## src/rtl/mlil_pkg.sv

```systemverilog
package mlil_pkg;

  // Filter geometry
  localparam int LEADS       = 12;
  localparam int TAP_SPACING = 5;
  localparam int SAMPLE_BITS = 16;
  localparam int LEAD_BITS   = 4;

  localparam int DELAY_LEN     = 2 * TAP_SPACING;
  localparam int GAIN          = TAP_SPACING * TAP_SPACING;
  localparam int GAIN_BITS     = $clog2(GAIN);
  localparam int ACC_BITS      = SAMPLE_BITS + GAIN_BITS;
  localparam int LEAD_IDX_BITS = (LEADS > 1) ? $clog2(LEADS) : 1;

  // Divide by GAIN as multiply by a rounded-up reciprocal; exact over the accumulator range
  localparam int                RECIP_SHIFT = ACC_BITS + GAIN_BITS;
  localparam longint unsigned   RECIP       = ((64'd1 << RECIP_SHIFT) + GAIN - 1) / GAIN;
  localparam int                RECIP_BITS  = $clog2(RECIP + 1);
  localparam int                PROD_BITS   = ACC_BITS + RECIP_BITS;

  // Queue between front and back
  localparam int QUEUE_DEPTH = 4;
  localparam int QPTR_BITS   = $clog2(QUEUE_DEPTH);
  localparam int QCNT_BITS   = $clog2(QUEUE_DEPTH + 1);

  // Request codes on the input channel
  localparam logic REQ_FILTER = 1'b0;
  localparam logic REQ_CLEAR  = 1'b1;

  typedef enum logic [1:0] {
    OP_FILTER,
    OP_CLEAR,
    OP_IGNORE
  } op_t;

  typedef struct packed {
    op_t                            op;
    logic [LEAD_IDX_BITS-1:0]       idx;
    logic signed [SAMPLE_BITS-1:0]  sample;
  } item_t;

  // Recursion value handed from the state stage to the scaling stage
  typedef struct packed {
    logic                        vld;
    logic signed [ACC_BITS-1:0]  y;
  } acc_res_t;

endpackage

```

## src/rtl/mlil_front.sv

```systemverilog
module mlil_front
  import mlil_pkg::*;
(
  input  logic                   clk,
  input  logic                   rst_n,
  input  logic                   in_valid,
  output logic                   in_stall,
  input  logic                   in_req_type,
  input  logic [LEAD_BITS-1:0]   in_lead,
  input  logic [SAMPLE_BITS-1:0] in_sample_in,
  input  logic                   q_pop,
  output logic                   q_valid,
  output item_t                  q_item
);

  item_t                cls_item;
  logic                 lead_ok;
  logic                 push;
  logic                 pop;
  item_t                fifo_r [QUEUE_DEPTH];
  logic [QPTR_BITS-1:0] wr_ptr_r, wr_ptr_nxt;
  logic [QPTR_BITS-1:0] rd_ptr_r, rd_ptr_nxt;
  logic [QCNT_BITS-1:0] cnt_r, cnt_nxt;

  // Classify the incoming transaction
  always_comb begin
    lead_ok = 32'(in_lead) < 32'(LEADS);
    if (in_req_type == REQ_CLEAR) begin
      cls_item.op = OP_CLEAR;
    end else if (lead_ok) begin
      cls_item.op = OP_FILTER;
    end else begin
      cls_item.op = OP_IGNORE;
    end
    cls_item.idx    = (cls_item.op == OP_FILTER) ? LEAD_IDX_BITS'(in_lead) : '0;
    cls_item.sample = $signed(in_sample_in);
  end

  // Queue control
  assign in_stall = (cnt_r == QCNT_BITS'(QUEUE_DEPTH));
  assign push     = in_valid && !in_stall;
  assign q_valid  = (cnt_r != '0);
  assign pop      = q_pop && q_valid;
  assign q_item   = fifo_r[rd_ptr_r];

  always_comb begin
    wr_ptr_nxt = wr_ptr_r;
    rd_ptr_nxt = rd_ptr_r;
    cnt_nxt    = cnt_r;
    if (push) begin
      wr_ptr_nxt = (wr_ptr_r == QPTR_BITS'(QUEUE_DEPTH - 1)) ? '0 : wr_ptr_r + 1'b1;
    end
    if (pop) begin
      rd_ptr_nxt = (rd_ptr_r == QPTR_BITS'(QUEUE_DEPTH - 1)) ? '0 : rd_ptr_r + 1'b1;
    end
    if (push && !pop) begin
      cnt_nxt = cnt_r + 1'b1;
    end else if (pop && !push) begin
      cnt_nxt = cnt_r - 1'b1;
    end
  end

  always_ff @(posedge clk) begin
    if (!rst_n) begin
      wr_ptr_r <= '0;
      rd_ptr_r <= '0;
      cnt_r    <= '0;
    end else begin
      wr_ptr_r <= wr_ptr_nxt;
      rd_ptr_r <= rd_ptr_nxt;
      cnt_r    <= cnt_nxt;
    end
  end

  // Queue storage
  always_ff @(posedge clk) begin
    if (push) begin
      fifo_r[wr_ptr_r] <= cls_item;
    end
  end

endmodule

```

## src/rtl/mlil_core.sv

```systemverilog
module mlil_core
  import mlil_pkg::*;
(
  input  logic     clk,
  input  logic     rst_n,
  input  logic     adv,
  input  logic     q_valid,
  input  item_t    q_item,
  output logic     q_pop,
  output acc_res_t res
);

  typedef struct packed {
    logic [DELAY_LEN-1:0][SAMPLE_BITS-1:0] taps;
    logic signed [ACC_BITS-1:0]            acc;
    logic signed [ACC_BITS-1:0]            acc2;
  } lead_row_t;

  // Per-lead state rows and their valid bits
  lead_row_t                mem_r [LEADS];
  logic [LEADS-1:0]         row_vld_r;

  logic                     s1_vld_r;
  item_t                    s1_item_r;
  logic                     s2_vld_r;
  item_t                    s2_item_r;
  lead_row_t                rd_r;
  logic                     rd_vld_r;

  // Bypass of the write made at the edge the current item was read
  logic                     last_vld_r;
  logic                     last_clr_r;
  logic [LEAD_IDX_BITS-1:0] last_idx_r;
  lead_row_t                last_row_r;

  lead_row_t                cur_row;
  lead_row_t                new_row;
  logic                     last_hit;
  logic signed [ACC_BITS-1:0] x_ext;
  logic signed [ACC_BITS-1:0] d_mid;
  logic signed [ACC_BITS-1:0] d_end;
  logic signed [ACC_BITS-1:0] y;
  logic                     s2_filter;
  logic                     s2_clear;

  assign q_pop     = adv;
  assign s2_filter = s2_vld_r && (s2_item_r.op == OP_FILTER);
  assign s2_clear  = s2_vld_r && (s2_item_r.op == OP_CLEAR);

  // Current state of the lead in stage two
  always_comb begin
    last_hit = last_vld_r && (last_clr_r || (last_idx_r == s2_item_r.idx));
    if (last_hit) begin
      cur_row = last_clr_r ? '0 : last_row_r;
    end else begin
      cur_row = rd_vld_r ? rd_r : '0;
    end
  end

  // Recursion y = 2y1 - y2 + x - 2x[n-S] + x[n-2S]; wraps safely as the result fits
  always_comb begin
    x_ext = ACC_BITS'(s2_item_r.sample);
    d_mid = ACC_BITS'($signed(cur_row.taps[TAP_SPACING-1]));
    d_end = ACC_BITS'($signed(cur_row.taps[DELAY_LEN-1]));
    y     = (cur_row.acc <<< 1) - cur_row.acc2 + x_ext - (d_mid <<< 1) + d_end;
    new_row.taps = {cur_row.taps[DELAY_LEN-2:0], s2_item_r.sample};
    new_row.acc  = y;
    new_row.acc2 = cur_row.acc;
  end

  // Pipeline control, valid bits and the result handed on
  always_ff @(posedge clk) begin
    if (!rst_n) begin
      s1_vld_r   <= 1'b0;
      s2_vld_r   <= 1'b0;
      last_vld_r <= 1'b0;
      last_clr_r <= 1'b0;
      row_vld_r  <= '0;
      res.vld    <= 1'b0;
    end else if (adv) begin
      s1_vld_r   <= q_valid;
      s2_vld_r   <= s1_vld_r;
      last_vld_r <= s2_filter || s2_clear;
      last_clr_r <= s2_clear;
      res.vld    <= s2_vld_r;
      res.y      <= s2_filter ? y : '0;
      if (s2_clear) begin
        row_vld_r <= '0;
      end else if (s2_filter) begin
        row_vld_r[s2_item_r.idx] <= 1'b1;
      end
    end
  end

  // Payload registers and state memory
  always_ff @(posedge clk) begin
    if (adv) begin
      s1_item_r  <= q_item;
      s2_item_r  <= s1_item_r;
      rd_r       <= mem_r[s1_item_r.idx];
      rd_vld_r   <= row_vld_r[s1_item_r.idx];
      last_idx_r <= s2_item_r.idx;
      last_row_r <= new_row;
      if (s2_filter) begin
        mem_r[s2_item_r.idx] <= new_row;
      end
    end
  end

  // A clear leaves every lead empty
  assert property (@(posedge clk) disable iff (!rst_n)
    adv && s2_clear |=> row_vld_r == '0)
    else $error("lead state not cleared");

  // An ignored transaction touches no lead state
  assert property (@(posedge clk) disable iff (!rst_n)
    adv && s2_vld_r && (s2_item_r.op == OP_IGNORE) |=> $stable(row_vld_r))
    else $error("ignored transaction changed lead state");

  // A filtered sample leaves its lead valid
  assert property (@(posedge clk) disable iff (!rst_n)
    adv && s2_filter |=> row_vld_r[$past(s2_item_r.idx)])
    else $error("lead row not marked valid after write");

endmodule

```

## src/rtl/mlil_scale.sv

```systemverilog
module mlil_scale
  import mlil_pkg::*;
(
  input  logic                          clk,
  input  logic                          rst_n,
  input  logic                          adv,
  input  acc_res_t                      res,
  output logic                          out_valid,
  output logic signed [SAMPLE_BITS-1:0] out_filtered
);

  logic                          mag_vld_r;
  logic [ACC_BITS-1:0]           mag_r;
  logic                          mag_neg_r;
  logic                          prod_vld_r;
  logic [PROD_BITS-1:0]          prod_r;
  logic                          prod_neg_r;
  logic                          out_valid_r;
  logic signed [SAMPLE_BITS-1:0] out_filtered_r;
  logic [SAMPLE_BITS-1:0]        q_mag;

  assign out_valid    = out_valid_r;
  assign out_filtered = out_filtered_r;
  assign q_mag        = SAMPLE_BITS'(prod_r >> RECIP_SHIFT);

  always_ff @(posedge clk) begin
    if (!rst_n) begin
      mag_vld_r   <= 1'b0;
      prod_vld_r  <= 1'b0;
      out_valid_r <= 1'b0;
    end else if (adv) begin
      mag_vld_r   <= res.vld;
      prod_vld_r  <= mag_vld_r;
      out_valid_r <= prod_vld_r;
    end
  end

  // Magnitude, reciprocal multiply, then truncation toward zero
  always_ff @(posedge clk) begin
    if (adv) begin
      mag_neg_r      <= res.y[ACC_BITS-1];
      mag_r          <= res.y[ACC_BITS-1] ? ACC_BITS'(-res.y) : ACC_BITS'(res.y);
      prod_neg_r     <= mag_neg_r;
      prod_r         <= PROD_BITS'(mag_r) * PROD_BITS'(RECIP);
      out_filtered_r <= prod_neg_r ? -$signed(q_mag) : $signed(q_mag);
    end
  end

endmodule

```

## src/rtl/multi_lead_integer_lowpass_top.sv

```systemverilog
// Channel-multiplexed integer low-pass, (1-z^-5)^2/(1-z^-1)^2 scaled by 1/25, for
// twelve leads. Each sample transaction names its lead and gets one result, the filtered
// value truncated toward zero; a clear transaction zeroes every lead and returns 0, and a
// lead number of twelve or more is ignored and returns 0. One transaction is taken every
// clock while the queue is not full, and results follow in order. The per-lead state
// (ten past samples and two recursion values) sits in a twelve-row memory with a
// read-modify-write loop closed by a bypass of the previous write, so samples of the same
// lead may arrive back to back. A four-entry queue after the input lets input and output
// stall independently; no clearing pass is needed after reset.
module multi_lead_integer_lowpass_top
  import mlil_pkg::*;
(
  input  logic                          clk,
  input  logic                          rst_n,
  input  logic                          in_valid,
  output logic                          in_stall,
  input  logic                          in_req_type,
  input  logic [LEAD_BITS-1:0]          in_lead,
  input  logic [SAMPLE_BITS-1:0]        in_sample_in,
  output logic                          out_valid,
  input  logic                          out_stall,
  output logic signed [SAMPLE_BITS-1:0] out_filtered
);

  logic     adv;
  logic     q_valid;
  logic     q_pop;
  item_t    q_item;
  acc_res_t res;

  // Back end moves unless a result waits on a stalled output
  assign adv = !(out_valid && out_stall);

  mlil_front u_front (
    .clk          (clk),
    .rst_n        (rst_n),
    .in_valid     (in_valid),
    .in_stall     (in_stall),
    .in_req_type  (in_req_type),
    .in_lead      (in_lead),
    .in_sample_in (in_sample_in),
    .q_pop        (q_pop),
    .q_valid      (q_valid),
    .q_item       (q_item)
  );

  mlil_core u_core (
    .clk     (clk),
    .rst_n   (rst_n),
    .adv     (adv),
    .q_valid (q_valid),
    .q_item  (q_item),
    .q_pop   (q_pop),
    .res     (res)
  );

  mlil_scale u_scale (
    .clk          (clk),
    .rst_n        (rst_n),
    .adv          (adv),
    .res          (res),
    .out_valid    (out_valid),
    .out_filtered (out_filtered)
  );

endmodule
```

## config.mk

```make
export PLATFORM = sky130hd
export DESIGN_NAME = multi_lead_integer_lowpass_top
export DESIGN_NICKNAME = d
export VERILOG_FILES = /design/src/rtl/mlil_pkg.sv /design/src/rtl/mlil_front.sv /design/src/rtl/mlil_core.sv /design/src/rtl/mlil_scale.sv /design/src/rtl/multi_lead_integer_lowpass_top.sv
export SDC_FILE = /design/constraint.sdc
export NUM_CORES = 2
export LEC_CHECK = 0
export BUFFER_PORTS_ARGS = -buffer_cell sky130_fd_sc_hd__buf_2
export CAP_MARGIN = 10
export CORE_UTILIZATION = 63
export DETAILED_ROUTE_END_ITERATION = 7
export GPL_TIMING_DRIVEN = 0
export PLACE_DENSITY = 0.79
export SLEW_MARGIN = 15
export SYNTH_ARGS = -nofsm -noshare
export SYNTH_HDL_FRONTEND = slang
export SYNTH_SLANG_ARGS = --single-unit
```

## constraint.sdc

```tcl
create_clock -name clk -period 31.7 [get_ports clk]
set_input_delay 3.17 -clock clk [delete_from_list [all_inputs] [get_ports clk]]
set_output_delay 3.17 -clock clk [all_outputs]
set_load 0.01 [all_outputs]
```

==> results.md <==
Yosys:
- Of the post-synthesis cell area, the dominant cell type holds 0.727.
- In this run, synthesis produced a sequential element count of 3068.
- Synthesis instantiated 65 different standard cells from the library.
- The count of flip-flops with a built-in enable after synthesis is around 3000.
- The post-synthesis instance area is 126000 sq um.
- The biggest area contributor in the post-synthesis netlist is edfxtp_1.
- The net count after synthesis is 6853.
- The share of flip-flops with an asynchronous set or reset is 0.
- The portion of the post-synthesis area used by sequential elements is 0.731.
- Yosys attributes the largest share of cell area to edfxtp_1 (73%), mux4_2 (11%), fa_1 (3.4%).
- Counting every instance in the synthesized netlist gives 6382.
- The most used flip-flop cell after synthesis is edfxtp_1.
- Yosys printed 0 warnings.
- The average instance area after synthesis is 19.7 sq um.

Critical path:
- The required time of the worst setup path is between 30000 and 40000 ps.
- The signal on the critical path passes through buf_6, xor2_1, nor4_2, o21ai_2, buf_2, clkbuf_1, buf_2, nand3_1, o21ai_2, fa_1, inv_1, fa_1, fa_1, inv_1, fa_1, nor2b_1, o21ai_0, a21oi_1, o31ai_2, o21bai_1, a21oi_1, o21ai_0, xor2_1.
- The worst setup path is launched from a register.
- The worst setup path is captured at a register.
- The largest driver fanout on the critical path is 14.
- The biggest cell delay along the critical path is 1000 ps.
- Data arrives at the worst endpoint at 9470 ps.
- In this design, the critical path's most frequently occurring cell is fa_1.
- The largest individual stage delay along the critical path comes from the cell xor2_1.
- The category of the most critical setup path is register to register.

Power and ir drop:
- The internal portion of the total power is 10100 uW.
- The combinational cell fraction of total power is 0.444.
- The switching power of the nets is 5970 uW.
- The share of total power in sequential cells is 0.338.
- Power spread over the standard cell area amounts to 113 nW/um^2.
- Of the total power, the share spent switching nets is 0.370.
- The peak ir drop on the vdd network is 404 uV.
- For this design the static power due to leakage is 0.0523 uW.
- The part of the power in the clock network is 0.218.

Placed design:
- Timing analysis after detailed placement gives a worst setup slack of 23190 ps.
- Summed over all nets, the half-perimeter wirelength after detailed placement is between 150000 and 200000 um.
- The count of placed standard cells including taps is between 9000 and 10000.
- Summing all placed instances gives a cell area of 133000 sq um.
- The placer congestion estimate is 0.896.
- The number of input and output port buffers inserted is 42.

Detailed routing:
- The detailed-route wire length per cell is about 32 um.
- The number of design rule violations left after detail routing is 0.
- The via count is approximately 67000.
- The first TritonRoute pass finished after 6 iterations.
- The via count normalized by instance count is 6.76.
- The final layout contains routed wiring with a total length of 319000 um.
- The DRC violation total after the first TritonRoute iteration is 10300.
- The detail route stage leaves a number of antenna-violating nets equal to 0.

Die:
- The placeable core area is 198000 sq um.
- After floorplanning, the core was divided into approximately 160 placement rows.
- The die extent in y is approximately 450 um.
- The width of the die is roughly 450 um.
- The die outline area is between 200000 and 250000 sq um.
- The number of primary I/O pins is 43.
- The initial core utilization is 0.636.

CTS:
- The clock tree from TritonCTS is built.
- The H-tree level count is 5.
- The clock-pin slew on the worst setup and hold paths is 60 ps.
- Counting the buffers created by CTS gives 310.
- Post-CTS repair changed the size of 0 cells.
- In this run the clock root is driven by a clkbuf_16.
- The latest clock arrival within the worst-skew pair is 980 ps.
- Hold repair after CTS inserted 0 buffers.
- The clock sink count is 3068.
- The clock passes through at most 4 buffers.
- Buffers added to address setup during post-CTS repair amount to 0.

Timing:
- The shortest period the worst path allows is 8930 ps.
- Static timing analysis puts the maximum clock frequency at approximately 0.11 GHz.
- At the pin with the least slew margin, the transition time is 1320 ps.
- In this run the tightest slew margin relative to its limit is 0.118.
- The max-slew violation count is 0.
- Clock skew on the completed layout was measured at 78.1 ps.
- The final count of hold timing violations is 0.
- The setup-violating endpoint count in the final report is 0.
- The summed negative setup slack over all endpoints is 0 ps.
- The setup slack of the critical path after layout is 22770 ps.
- Of the available clock period, the critical path in the final layout requires 0.282.
- Setup repair after global routing left no endpoint under its margin.

Global routing:
- The maximum number of pins on one net before global-route repair is 83.
- For this run, the total global-route usage over all layers was measured as 0.320.
- The initial antenna violation count is 7.
- The first global-routing pass estimated approximately 470000 um of wire.
- The total grt overflow is 0.
- The number of global-route vias before repair is about 70000.

Layout:
- Counting the fill cells in the layout gives 10600.
- At the end of the flow, the number of nets in the layout was 7579.
- Relative to the synthesized area, the layout overhead comes to 13.6%.
- In the final layout, the share of cells above drive strength 1 is 0.219.
- The count of placed standard cells in the final layout, fillers left out is 9970.
- Once layout is done, the placed cells without fillers occupy 143000 sq um.

Flow run:
- The max-cap check violation count is 0.

Status:
- The flow ran to the end, and the final reports show no timing, DRC or antenna violations.

Hold path:
- In this run the worst hold path is classified as register to register.
==> cell families (layout without fill, tap and decap cells) <==
group / Yosys count / count (layout) / share of synthesized area
AOI/OAI and AO/OA: 545 / 545 / 0.0244
DFF: 3068 / 3068 / 0.731
muxes: 842 / 842 / 0.130
adders and majority gates: 446 / 446 / 0.0572
other: 0 / 2 / 0
and+or+nand+nor: 814 / 814 / 0.0331
xor gates and xnor gates: 76 / 76 / 0.00541
buffers and inverters: 591 / 1537 / 0.0185
==> final cells by class <==
cell class                      count  area [sq um]  area share
Clock buffer                      379          8140      0.0571
Antenna cell                        2          5.00   0.0000351
Multi-Input combinational cell   2723         31600       0.222
Sequential cell                  3068         91900       0.644
Clock inverter                    153          1390     0.00972
Buffer                            313          1310     0.00915
Tap cell                         2640          3300      0.0231
Timing Repair Buffer              414          4040      0.0283
Inverter                          278          1050     0.00735
==> state kept, by name (all words and copies together) (netlist names), 21 cells and up <==
register / cells
u_core.mem_r: 2424
u_core.res: 22
u_core.last_row_r: 202
u_core.s1_item_r: 22
u_core.rd_r: 202
u_front.fifo_r: 88
u_scale.mag_r: 21
==> worst max-delay path: cells and delay by family (launching register included) <==
kind	cells	cell delay [ps]
adder cells (fa/ha/maj)	4	1940
AO/OA/AOI/OAI	8	2480
flip-flops	1	440
XOR/XNOR	2	1160
AND/OR/NAND/NOR	3	370
buffers and inverters	6	2100
==> layer usage <==
layer  global-route usage  up-vias  wire length (um)
li1                     -    26700                 -
met1                0.418    34500            111000
met2                0.523     5220            157000
met3               0.0680      943             35700
met4                0.143        6             16500
met5                    0        -                41
==> placed cells by master (no fill, tap or decap), types with 120 or more instances in the layout <==
master / count
ha_1: 232
clkbuf_1: 239
nand2_1: 251
inv_1: 277
mux4_2: 631
mux2i_1: 210
buf_4: 255
edfxtp_1: 3041
o21ai_1: 151
buf_2: 120
o21ai_0: 244
clkbuf_16: 316
nand2b_1: 193
fa_1: 214
nand3_1: 195
==> path summary, 6_finish.rpt <==
kind / startpoint / end / slack, ps / cells past startpoint
max: u_core.s2_item_r[17]$_DFFE_PN_ / u_core.mem_r[11][34]$_DFFE_PP_ / 22770 / 23
min: u_core.s1_item_r[12]$_DFFE_PN_ / u_core.new_row[54]$_DFFE_PN_ / 420 / 0
max reg2reg: u_core.s2_item_r[17]$_DFFE_PN_ / u_core.mem_r[11][34]$_DFFE_PP_ / 22770 / 23
min reg2reg: u_core.s1_item_r[12]$_DFFE_PN_ / u_core.new_row[54]$_DFFE_PN_ / 420 / 0
==> power by group through the flow <==
stage	clock, uW	sequential [uW]	combinational, uW
after floorplan	0	5440	4990
after global placement	0	5560	6720
after detailed placement	0	5520	6990
after CTS	3530	5440	7110
after global routing	3680	5460	7950
final	3520	5450	7150
==> cell usage after synthesis (6+ instances only) <==
cell / instances
a21boi_0: 8
a21o_1: 16
a21oi_1: 36
a31oi_1: 23
and2_1: 32
and3_1: 6
buf_1: 39
buf_2: 78
clkbuf_1: 194
dfxtp_1: 27
edfxtp_1: 3041
fa_1: 214
ha_1: 232
inv_1: 277
mux2i_1: 210
mux4_2: 631
nand2_1: 251
nand2b_1: 193
nand3_1: 195
nand3b_1: 7
nor2_1: 44
nor2b_1: 13
nor3_1: 19
nor3b_1: 25
o21a_1: 17
o21ai_0: 395
o31ai_1: 12
or3_1: 7
xnor2_1: 58
xor2_1: 17
==> through the flow <==
stage	hold WS [ps]	total power, uW	util
after CTS	419	16100	0.722
after floorplan	400	10400	-
after global placement	403	12300	0.653
final	421	16100	0.722
after global routing	422	17100	0.722
after detailed placement	405	12500	0.673
(Power assumes the default switching activity.)
